==> src/sv/mscs_pkg.sv <==
// Shared types, constants and the start code classifier for the MPEG start code scanner.
package mscs_pkg;

	localparam int unsigned BYTE_W   = 8;
	localparam int unsigned KIND_W   = 4;
	localparam int unsigned SIZE_W   = 12;
	localparam int unsigned RATE_W   = 4;
	localparam int unsigned PICK_W   = 3;
	localparam int unsigned RECENT_W = 16;
	localparam int unsigned COUNT_W  = 3;
	localparam int unsigned STORE_W  = 24;

	localparam logic [COUNT_W-1:0] SEQ_LAST = 3'd3;
	localparam logic [COUNT_W-1:0] PIC_LAST = 3'd1;

	localparam logic [BYTE_W-1:0] CODE_SEQ    = 8'hB3;
	localparam logic [BYTE_W-1:0] CODE_PIC    = 8'h00;
	localparam logic [BYTE_W-1:0] CODE_PACK   = 8'hBA;
	localparam logic [BYTE_W-1:0] CODE_SYSTEM = 8'hBB;
	localparam logic [BYTE_W-1:0] CODE_GOP    = 8'hB8;
	localparam logic [BYTE_W-1:0] SLICE_LO    = 8'h01;
	localparam logic [BYTE_W-1:0] SLICE_HI    = 8'hAF;
	localparam logic [BYTE_W-1:0] AUDIO_LO    = 8'hC0;
	localparam logic [BYTE_W-1:0] AUDIO_HI    = 8'hDF;
	localparam logic [BYTE_W-1:0] VIDEO_LO    = 8'hE0;
	localparam logic [BYTE_W-1:0] VIDEO_HI    = 8'hEF;
	localparam logic [BYTE_W-1:0] PREFIX_END  = 8'h01;
	localparam logic [RECENT_W-1:0] RECENT_ZERO = 16'h0000;
	localparam logic [RECENT_W-1:0] RECENT_IDLE = 16'hFFFF;

	typedef enum logic [KIND_W-1:0] {
		KIND_SEQ    = 4'd0,
		KIND_PIC    = 4'd1,
		KIND_PACK   = 4'd2,
		KIND_SYSTEM = 4'd3,
		KIND_GOP    = 4'd4,
		KIND_SLICE  = 4'd5,
		KIND_AUDIO  = 4'd6,
		KIND_VIDEO  = 4'd7,
		KIND_OTHER  = 4'd8
	} kind_t;

	typedef enum logic [1:0] {
		MODE_SCAN = 2'd0,
		MODE_CODE = 2'd1,
		MODE_SEQ  = 2'd2,
		MODE_PIC  = 2'd3
	} mode_t;

	function automatic kind_t classify(input logic [BYTE_W-1:0] b);
		kind_t k;
		if (b == CODE_SEQ)                         k = KIND_SEQ;
		else if (b == CODE_PIC)                    k = KIND_PIC;
		else if (b == CODE_PACK)                   k = KIND_PACK;
		else if (b == CODE_SYSTEM)                 k = KIND_SYSTEM;
		else if (b == CODE_GOP)                    k = KIND_GOP;
		else if (b >= SLICE_LO && b <= SLICE_HI)   k = KIND_SLICE;
		else if (b >= AUDIO_LO && b <= AUDIO_HI)   k = KIND_AUDIO;
		else if (b >= VIDEO_LO && b <= VIDEO_HI)   k = KIND_VIDEO;
		else                                       k = KIND_OTHER;
		return k;
	endfunction

endpackage

==> src/sv/mscs_byte_if.sv <==
// Stream byte channel with valid/ready handshake.
interface mscs_byte_if;
	logic       valid;
	logic       ready;
	logic [7:0] data_byte;

	modport source (output valid, output data_byte, input ready);
	modport sink (input valid, input data_byte, output ready);
endinterface

==> src/sv/mscs_code_if.sv <==
// Start code report channel with valid/ready handshake.
interface mscs_code_if;
	logic        valid;
	logic        ready;
	logic [3:0]  code_kind;
	logic [7:0]  code_value;
	logic [11:0] frame_width;
	logic [11:0] frame_height;
	logic [3:0]  rate_code;
	logic [2:0]  picture_kind;

	modport source (output valid, output code_kind, output code_value, output frame_width,
		output frame_height, output rate_code, output picture_kind, input ready);
	modport sink (input valid, input code_kind, input code_value, input frame_width,
		input frame_height, input rate_code, input picture_kind, output ready);
endinterface

==> src/sv/mpeg_start_code_scanner.sv <==
// MPEG start code scanner: finds 00 00 01 prefixes and reports the classified start codes.
//
// The stream channel takes one raw byte per transfer; the codes channel gives one
// report per start code found. Sequence headers are reported after their fourth header
// byte with frame size and frame-rate code; picture start codes after their second
// header byte with the coding type; every other code right after the code byte.
// Prefix bytes, header bytes and plain data bytes produce no report.
// A byte is taken into an input register and processed there against the scanner
// state; its report (if any) is written into the output register when the byte
// advances, which waits while an earlier report is still held. One byte is taken every
// cycle while the output register is free or being drained; the single output register
// sets that figure.
// When the receiver stalls with a report waiting, the byte in the input register is held
// and stream ready drops in that same cycle, combinationally from the codes ready.
// Reset clears both registers' valid flags and returns the scanner to prefix search with
// an empty byte window.
module mpeg_start_code_scanner (
	input logic clk,
	input logic arst_n,
	mscs_byte_if.sink stream,
	mscs_code_if.source codes
);
	import mscs_pkg::*;

	logic                v_s1;
	logic [BYTE_W-1:0]   byte_s1;
	logic                adv;

	mode_t               mode_q, mode_d;
	logic [COUNT_W-1:0]  count_q, count_d;
	logic [STORE_W-1:0]  store_q, store_d;
	logic [RECENT_W-1:0] recent_q, recent_d;

	logic                res_valid;
	kind_t               res_kind;
	logic [BYTE_W-1:0]   res_value;
	logic [SIZE_W-1:0]   res_width, res_height;
	logic [RATE_W-1:0]   res_rate;
	logic [PICK_W-1:0]   res_pick;
	kind_t               code_class;

	logic                out_valid_q;
	kind_t               kind_q;
	logic [BYTE_W-1:0]   value_q;
	logic [SIZE_W-1:0]   width_q, height_q;
	logic [RATE_W-1:0]   rate_q;
	logic [PICK_W-1:0]   pick_q;

	assign adv          = v_s1 && (!out_valid_q || codes.ready);
	assign stream.ready = !v_s1 || adv;

	always_ff @(posedge clk or negedge arst_n) begin
		if (!arst_n) begin
			v_s1 <= 1'b0;
		end else if (stream.ready) begin
			v_s1 <= stream.valid;
		end
	end

	always_ff @(posedge clk) begin
		if (stream.ready && stream.valid) begin
			byte_s1 <= stream.data_byte;
		end
	end

	assign code_class = classify(byte_s1);

	always_comb begin
		mode_d     = mode_q;
		count_d    = count_q;
		store_d    = store_q;
		recent_d   = recent_q;
		res_valid  = 1'b0;
		res_kind   = code_class;
		res_value  = byte_s1;
		res_width  = '0;
		res_height = '0;
		res_rate   = '0;
		res_pick   = '0;
		unique case (mode_q)
			MODE_SCAN: begin
				if (recent_q == RECENT_ZERO && byte_s1 == PREFIX_END) begin
					mode_d   = MODE_CODE;
					count_d  = '0;
					store_d  = '0;
					recent_d = RECENT_IDLE;
				end else begin
					recent_d = {recent_q[BYTE_W-1:0], byte_s1};
				end
			end
			MODE_CODE: begin
				count_d = '0;
				store_d = '0;
				if (code_class == KIND_SEQ) begin
					mode_d = MODE_SEQ;
				end else if (code_class == KIND_PIC) begin
					mode_d = MODE_PIC;
				end else begin
					res_valid = 1'b1;
					mode_d    = MODE_SCAN;
					recent_d  = RECENT_IDLE;
				end
			end
			MODE_SEQ: begin
				if (count_q != SEQ_LAST) begin
					store_d = {store_q[STORE_W-BYTE_W-1:0], byte_s1};
					count_d = count_q + 1'b1;
				end else begin
					res_valid  = 1'b1;
					res_kind   = KIND_SEQ;
					res_value  = CODE_SEQ;
					res_width  = store_q[23:12];
					res_height = store_q[11:0];
					res_rate   = byte_s1[RATE_W-1:0];
					mode_d     = MODE_SCAN;
					count_d    = '0;
					store_d    = '0;
					recent_d   = RECENT_IDLE;
				end
			end
			MODE_PIC: begin
				if (count_q != PIC_LAST) begin
					store_d = {store_q[STORE_W-BYTE_W-1:0], byte_s1};
					count_d = count_q + 1'b1;
				end else begin
					res_valid = 1'b1;
					res_kind  = KIND_PIC;
					res_value = CODE_PIC;
					res_pick  = byte_s1[5:3];
					mode_d    = MODE_SCAN;
					count_d   = '0;
					store_d   = '0;
					recent_d  = RECENT_IDLE;
				end
			end
			default: begin
				mode_d = MODE_SCAN;
			end
		endcase
	end

	always_ff @(posedge clk or negedge arst_n) begin
		if (!arst_n) begin
			mode_q   <= MODE_SCAN;
			count_q  <= '0;
			store_q  <= '0;
			recent_q <= RECENT_IDLE;
		end else if (adv) begin
			mode_q   <= mode_d;
			count_q  <= count_d;
			store_q  <= store_d;
			recent_q <= recent_d;
		end
	end

	always_ff @(posedge clk or negedge arst_n) begin
		if (!arst_n) begin
			out_valid_q <= 1'b0;
		end else if (adv) begin
			out_valid_q <= res_valid;
		end else if (codes.ready) begin
			out_valid_q <= 1'b0;
		end
	end

	always_ff @(posedge clk) begin
		if (adv && res_valid) begin
			kind_q   <= res_kind;
			value_q  <= res_value;
			width_q  <= res_width;
			height_q <= res_height;
			rate_q   <= res_rate;
			pick_q   <= res_pick;
		end
	end

	assign codes.valid        = out_valid_q;
	assign codes.code_kind    = kind_q;
	assign codes.code_value   = value_q;
	assign codes.frame_width  = width_q;
	assign codes.frame_height = height_q;
	assign codes.rate_code    = rate_q;
	assign codes.picture_kind = pick_q;

	// Outside prefix search the byte window must stay cleared.
	a_window_idle: assert property (@(posedge clk) disable iff (!arst_n)
		mode_q != MODE_SCAN |-> recent_q == RECENT_IDLE)
		else $error("byte window not cleared while collecting");

	a_count_range: assert property (@(posedge clk) disable iff (!arst_n)
		(mode_q == MODE_SEQ |-> count_q <= SEQ_LAST) and
		(mode_q == MODE_PIC |-> count_q <= PIC_LAST))
		else $error("header byte count out of range");

	a_size_fields: assert property (@(posedge clk) disable iff (!arst_n)
		out_valid_q && kind_q != KIND_SEQ |->
		width_q == '0 && height_q == '0 && rate_q == '0)
		else $error("size fields set on a non-sequence report");

	a_seq_value: assert property (@(posedge clk) disable iff (!arst_n)
		out_valid_q && kind_q == KIND_SEQ |-> value_q == CODE_SEQ && pick_q == '0)
		else $error("sequence report carries wrong code value");

	a_report_after_byte: assert property (@(posedge clk) disable iff (!arst_n)
		$rose(out_valid_q) |-> $past(adv))
		else $error("report appeared without a processed byte");

endmodule
==> src/flat_wrapper.sv <==
// flat-port wrapper written by rule: the top's interface ports become plain ports
module mpeg_start_code_scanner_flat import mscs_pkg::*;
  (clk, arst_n, stream_valid, stream_data_byte, stream_ready, codes_valid, codes_code_kind, codes_code_value, codes_frame_width, codes_frame_height, codes_rate_code, codes_picture_kind, codes_ready);
  mscs_byte_if stream_i ();
  mscs_code_if codes_i ();
  input logic clk;
  input logic arst_n;
  input wire logic [$bits(stream_i.valid)-1:0] stream_valid;
  input wire logic [$bits(stream_i.data_byte)-1:0] stream_data_byte;
  output wire logic [$bits(stream_i.ready)-1:0] stream_ready;
  output wire logic [$bits(codes_i.valid)-1:0] codes_valid;
  output wire logic [$bits(codes_i.code_kind)-1:0] codes_code_kind;
  output wire logic [$bits(codes_i.code_value)-1:0] codes_code_value;
  output wire logic [$bits(codes_i.frame_width)-1:0] codes_frame_width;
  output wire logic [$bits(codes_i.frame_height)-1:0] codes_frame_height;
  output wire logic [$bits(codes_i.rate_code)-1:0] codes_rate_code;
  output wire logic [$bits(codes_i.picture_kind)-1:0] codes_picture_kind;
  input wire logic [$bits(codes_i.ready)-1:0] codes_ready;
  assign stream_i.valid = stream_valid;
  assign stream_i.data_byte = stream_data_byte;
  assign stream_ready = stream_i.ready;
  assign codes_valid = codes_i.valid;
  assign codes_code_kind = codes_i.code_kind;
  assign codes_code_value = codes_i.code_value;
  assign codes_frame_width = codes_i.frame_width;
  assign codes_frame_height = codes_i.frame_height;
  assign codes_rate_code = codes_i.rate_code;
  assign codes_picture_kind = codes_i.picture_kind;
  assign codes_i.ready = codes_ready;
  mpeg_start_code_scanner u_core (.clk(clk), .arst_n(arst_n), .stream(stream_i), .codes(codes_i));
endmodule
==> config.mk <==
export PLATFORM = sky130hd
export DESIGN_NAME = mpeg_start_code_scanner_flat
export DESIGN_NICKNAME = d
export VERILOG_FILES = /design/src/sv/mscs_pkg.sv /design/src/sv/mscs_byte_if.sv /design/src/sv/mscs_code_if.sv /design/src/sv/mpeg_start_code_scanner.sv /design/src/flat_wrapper.sv
export SDC_FILE = /design/constraint.sdc
export NUM_CORES = 1
export LEC_CHECK = 0
export BUFFER_PORTS_ARGS = -buffer_cell sky130_fd_sc_hd__buf_2
export CORE_MARGIN = 2
export CORE_UTILIZATION = 54
export CTS_BUF_LIST = sky130_fd_sc_hd__clkbuf_8
export DETAILED_ROUTE_END_ITERATION = 6
export PLACE_DENSITY = 0.76
export SYNTH_ARGS = -nofsm -noshare
export SYNTH_HDL_FRONTEND = slang
export SYNTH_SLANG_ARGS = --single-unit
==> constraint.sdc <==
create_clock -name clk -period 5.3 [get_ports clk]
set_clock_uncertainty 0.2 [all_clocks]
set_input_delay 1.06 -clock clk [delete_from_list [all_inputs] [get_ports clk]]
set_output_delay 1.06 -clock clk [all_outputs]
set_load 0.005 [all_outputs]
### Word-level counts from Yosys, hierarchy flattened

Cells that the tools add are included.

* add/sub/neg operators: 1
* $lt $le $gt $ge: 6
* eq/ne operators: 16
* mux-type cells: 41
* bitwise logic cells: 2
* reductions and logical operators: 21

Operators with widths (number)
* $pmux 24 s4: 1
* $mux 16: 5
* $mux 24: 3
* $pmux 16 s4: 1
* $mux 4: 10
* $eq 8x8->1 const B: 4
* $le 8x8->1 const B: 3
* $ge 8x8->1 const B: 2
* $logic_not 16->1: 1
* $mux 8: 2
* $pmux 8 s2: 1
* $pmux 3 s4: 1
* $mux 2: 5
* $mux 3: 3
* $eq 8x1->1 const B: 1
* $ge 8x1->1 const B: 1
* $logic_not 8->1: 1
* $ne 2x2->1 const B: 4
* $pmux 2 s4: 1
* $pmux 4 s2: 1
* $logic_and 1x1->1: 7
* $mux 1: 6
* $reduce_and 5->1: 1
* $eq 2x2->1 const B: 2
* other kinds (16): 20

* bits in registers: 98
* bits of input ports: 12
* output and inout port bits: 45
* word-level logic and storage cells: 100

### Longest topological paths before layout

* word-level depth: 15
* mapped depth: 9
* depth with buffers taken out: 7

### Worst setup path after synthesis

Ideal clock, no wire load.

* path type: input -> register
* start point: input codes_ready
* end point: register u_core.kind_q[0], in the netlist u_core.codes.code_kind[0] (enable)
* setup time: 444 ps
* data arrival time: 3171 ps
* required time: 4656 ps
* setup slack: 1485 ps
* cell stages on the path: 3
* buffers on the path: 0
* cell sequence: nand2b_1 > nand2_1 > nor2_1

* word-level cells in the longest chain between the ends: 3

Ends and longest elaborated chain
* from (decl): RTL line flat_wrapper.sv:18 `input wire logic [$bits(codes_i.ready)-1:0] codes_ready;`
* $logic_or 1x1->1: RTL line mpeg_start_code_scanner.sv:49 `assign adv = v_s1 && (!out_valid_q || codes.ready);`
* $logic_and 1x1->1: RTL line mpeg_start_code_scanner.sv:49
* $logic_and 1x1->1: RTL line mpeg_start_code_scanner.sv:167 `if (adv && res_valid) begin`
* to (signal assigned): RTL line mpeg_start_code_scanner.sv:168 `kind_q <= res_kind;`
* to (decl): RTL line mpeg_start_code_scanner.sv:43 `kind_t kind_q;`

Every way passes these cells.
A chain may end at the register's enable or synchronous reset.

### Worst setup path after layout

* start point: input codes_ready
* end point: output stream_ready

* word-level cells in the longest chain between the ends: 3

Ends and longest elaborated chain
* $logic_or 1x1->1: RTL line mpeg_start_code_scanner.sv:49
* $logic_and 1x1->1: RTL line mpeg_start_code_scanner.sv:49
* $logic_or 1x1->1: RTL line mpeg_start_code_scanner.sv:50 `assign stream.ready = !v_s1 || adv;`
* to (decl): RTL line flat_wrapper.sv:10 `output wire logic [$bits(stream_i.ready)-1:0] stream_ready;`

Every way passes these cells.

==> impl_metrics.py <==
metrics = {
    "run": {
        "drv_cap": 0,
    },
    "synth": {
        "syn-num-nets": 319,
        "syn_inst": 303,
        "yosys-top-cells-area": "edfxtp_1 (37%), dfrtp_1 (19%), dfstp_2 (10%)",
        "yosys_warnings": 0,
        "synth_top_area_share_pct": 37.28,
        "synthArstFlopShare_pct": 47.96,
        "synth.yosys.seq_area_share_pct": 66.40,
        "synth_edf_count": 51,
        "synthFlopType": "edfxtp_1",
        "syn_area_um2": 4108,
        "synth_seq_cells": 98,
        "yosysUniqueCellTypes": 43,
        "synth_top_area_cell": "edfxtp_1",
        "avgSynthCellArea_um2": 13.56,
    },
    "global_routing": {
        "grt_max_degree": 48,
        "first_global_vias": 2360,
        "grt_overflow": 0,
        "grt.total_usage_pct": 17.88,
        "antenna_found_initial": 0,
        "grt_pass1_wl_mm": 11.49,
    },
    "worst_setup_path": {
        "path_delay_family": "simple AND/OR/NAND/NOR gates",
        "critPathKind": "input pin to output port",
        "slowest_stage": "or2_2",
        "crit_path_max_fanout": 4,
        "endpoint_kind": "output port",
        "crit_top_cell": "buf_2",
        "crit_required_ns": 4.04,
        "crit_buf_inv": 2,
        "critPathLaunchType": "input pin",
        "arrival_ns": 1.76,
        "critical_path.cell_chain": "buf_2 > nand2b_1 > or2_2 > buf_2",
        "max_stage_delay_ns": 0.31,
    },
    "cells_and_area": {
        "drive_gt1_share_pct": 27.90,
        "layout.nets": 373,
        "mostFrequentLayoutCell": "buf_2",
        "mostFrequentLayoutCells": "buf_2 (56), edfxtp_1 (51), and2_1 (32), dfrtp_1 (31), nor2_1 (26)",
        "syn2layout_area_growth_pct": 13.31,
        "num_antenna_cells": 0,
    },
    "floorplan": {
        "die_w_um": 91.22,
        "initial_utilization_pct": 56.33,
        "std_cell_rows": 31,
        "die_area_um2": 8320,
        "pin_count": 57,
        "die_height_um": 91.22,
        "core_area_um2": 7292,
    },
    "detailed_routing": {
        "top_layer": "met4",
        "viasPerCell": 5.187,
        "drc": 0,
        "wl_met3_um": 365,
        "ant_nets": 0,
        "wl_per_cell_um": 14.66,
        "vias": 2391,
        "drt_iter0_drc": 157,
        "dr.pass1.iters": 4,
        "wirelength_mm": 6.760,
        "wl_met1_mm": 3.098,
        "route.met2.wl_mm": 3.143,
    },
    "clock_network": {
        "cts-htree-levels": 3,
        "cts_setup_buffers": 0,
        "cts_tree": "done",
        "hold_buffers": 0,
        "cts-buffers-inserted": 9,
        "root_buffer": "clkbuf_8",
        "cts_resized": 0,
        "clock_path_buffers": 2,
        "clkTransAtPathRegs_ns": 0.09,
        "clkSinkCount": 98,
        "clock_latency_ns": 0.38,
    },
    "pwr": {
        "power_density_nw_per_um2": 296.1,
        "ir_worst_vdd_mv": 0.1962,
        "p_leak_nw": 1.875,
    },
    "sta": {
        "hold_violations": 0,
        "worstMarginPinSlew_ns": 1.091,
        "rsz0062_at_grt": "false",
        "worst_slew_margin_rel_pct": 27.10,
        "tns_ns": 0,
        "slew_viol_final": 0,
        "fmax_mhz": 331.2,
        "fin_hold_ws_ns": 0.2716,
        "min_period_ns": 3.019,
        "fin_crit_sh_pct": 56.96,
        "setup_violations": 0,
    },
    "status": {
        "outcome": "finished clean",
    },
    "place": {
        "hpwl_mm": 4.562,
        "port_buffers": 56,
        "place.gp.congestion": 0.7800,
    },
    "worst_hold_path": {
        "hold_class": "flip-flop to flip-flop",
    },
}
[metal layers]
layer	track usage, %	vias up
li1	-	1183
met1	24.74	1129
met2	27.41	64
met3	3.402	15
met4	8.712	0
met5	0	-
[flip-flops by register name (all words and copies together) (netlist names)]
register                   cells
u_core.store_q                24
u_core.recent_q               16
u_core.codes.frame_height     12
u_core.codes.frame_width      12
u_core.byte_s1                 8
u_core.codes.code_value        8
u_core.codes.code_kind         4
u_core.codes.rate_code         4
u_core.codes.picture_kind      3
u_core.count_q                 3
u_core.mode_q                  2
u_core.codes.valid             1
u_core.v_s1                    1
[cells in the mapped netlist (3+ instances only)]
| cell | count |
|---|---|
| edfxtp_1 | 51 |
| and2_1 | 32 |
| dfrtp_1 | 31 |
| nor2_1 | 27 |
| a22o_1 | 25 |
| inv_1 | 24 |
| dfstp_2 | 16 |
| mux2i_1 | 15 |
| buf_2 | 7 |
| nand2_1 | 7 |
| o21a_1 | 6 |
| a21oi_1 | 5 |
| clkbuf_1 | 5 |
| nand2b_1 | 5 |
| ha_1 | 4 |
| a31oi_1 | 3 |
| nor2b_1 | 3 |
| nor4_1 | 3 |
| o21ai_0 | 3 |
[worst register-to-register path: cells and delay by family (launching register included)]
family / cells / cell delay, ns
muxes: 1 / 0.15
buffers and inverters: 1 / 0.06
DFF: 1 / 0.41
adders and majority gates: 1 / 0.12
and+or+nand+nor: 3 / 1.39
AOI/OAI and AO/OA: 1 / 0.20
[cell families after synthesis]
group                      after synthesis  share of synthesized area, %
muxes                                   19                         5.026
adders and majority gates                4                         1.218
buffers and inverters                   38                         3.960
DFF                                     98                         66.40
AOI/OAI and AO/OA                       52                         10.54
and+or+nand+nor                         92                         12.85
[path summary, 6_finish.rpt]
kind	startpoint	end	slack (ns)	cells past startpoint
max in group asynchronous	arst_n	u_core.store_q[15]	3.64	1
min in group asynchronous	arst_n	u_core.codes.valid	0.65	1
max reg2reg	u_core.count_q[1]	u_core.codes.frame_height[11]	2.38	7
min reg2reg	u_core.recent_q[15]	u_core.recent_q[15]	0.27	2
max	codes_ready	stream_ready	2.28	4
min	u_core.recent_q[15]	u_core.recent_q[15]	0.27	2
[power breakdown]
| group | internal, mW | leakage, nW | switching [mW] |
|---|---|---|---|
| logic | 0.0243 | 0.773 | 0.0305 |
| registers | 0.831 | 0.999 | 0.0217 |
| clock network | 0.188 | 0.103 | 0.283 |
[metrics by stage]
step / util [%] / instances / cell area (um2) / total power, mW / worst slack, ns
after floorplan: - / 303 / 4108 / 0.8991 / 1.485
after global placement: 61.08 / 445 / 4454 / 0.9207 / 2.287
after detailed placement: 61.08 / 445 / 4454 / 0.9236 / 2.253
after CTS: 63.83 / 461 / 4654 / 1.389 / 2.280
after global routing: 63.83 / 461 / 4654 / 1.431 / 2.102
final: 63.83 / 461 / 4654 / 1.378 / 2.281
[final cells by class]
class,instances,area (um2)
Fill cell,582,2638
Clock buffer,9,123.9
Inverter,24,90.09
Sequential cell,98,2728
Tap cell,99,123.9
Multi-Input combinational cell,167,1225
Timing Repair Buffer,57,287.8
Clock inverter,7,76.32
No activity file was read; power rests on OpenSTA's default activity.
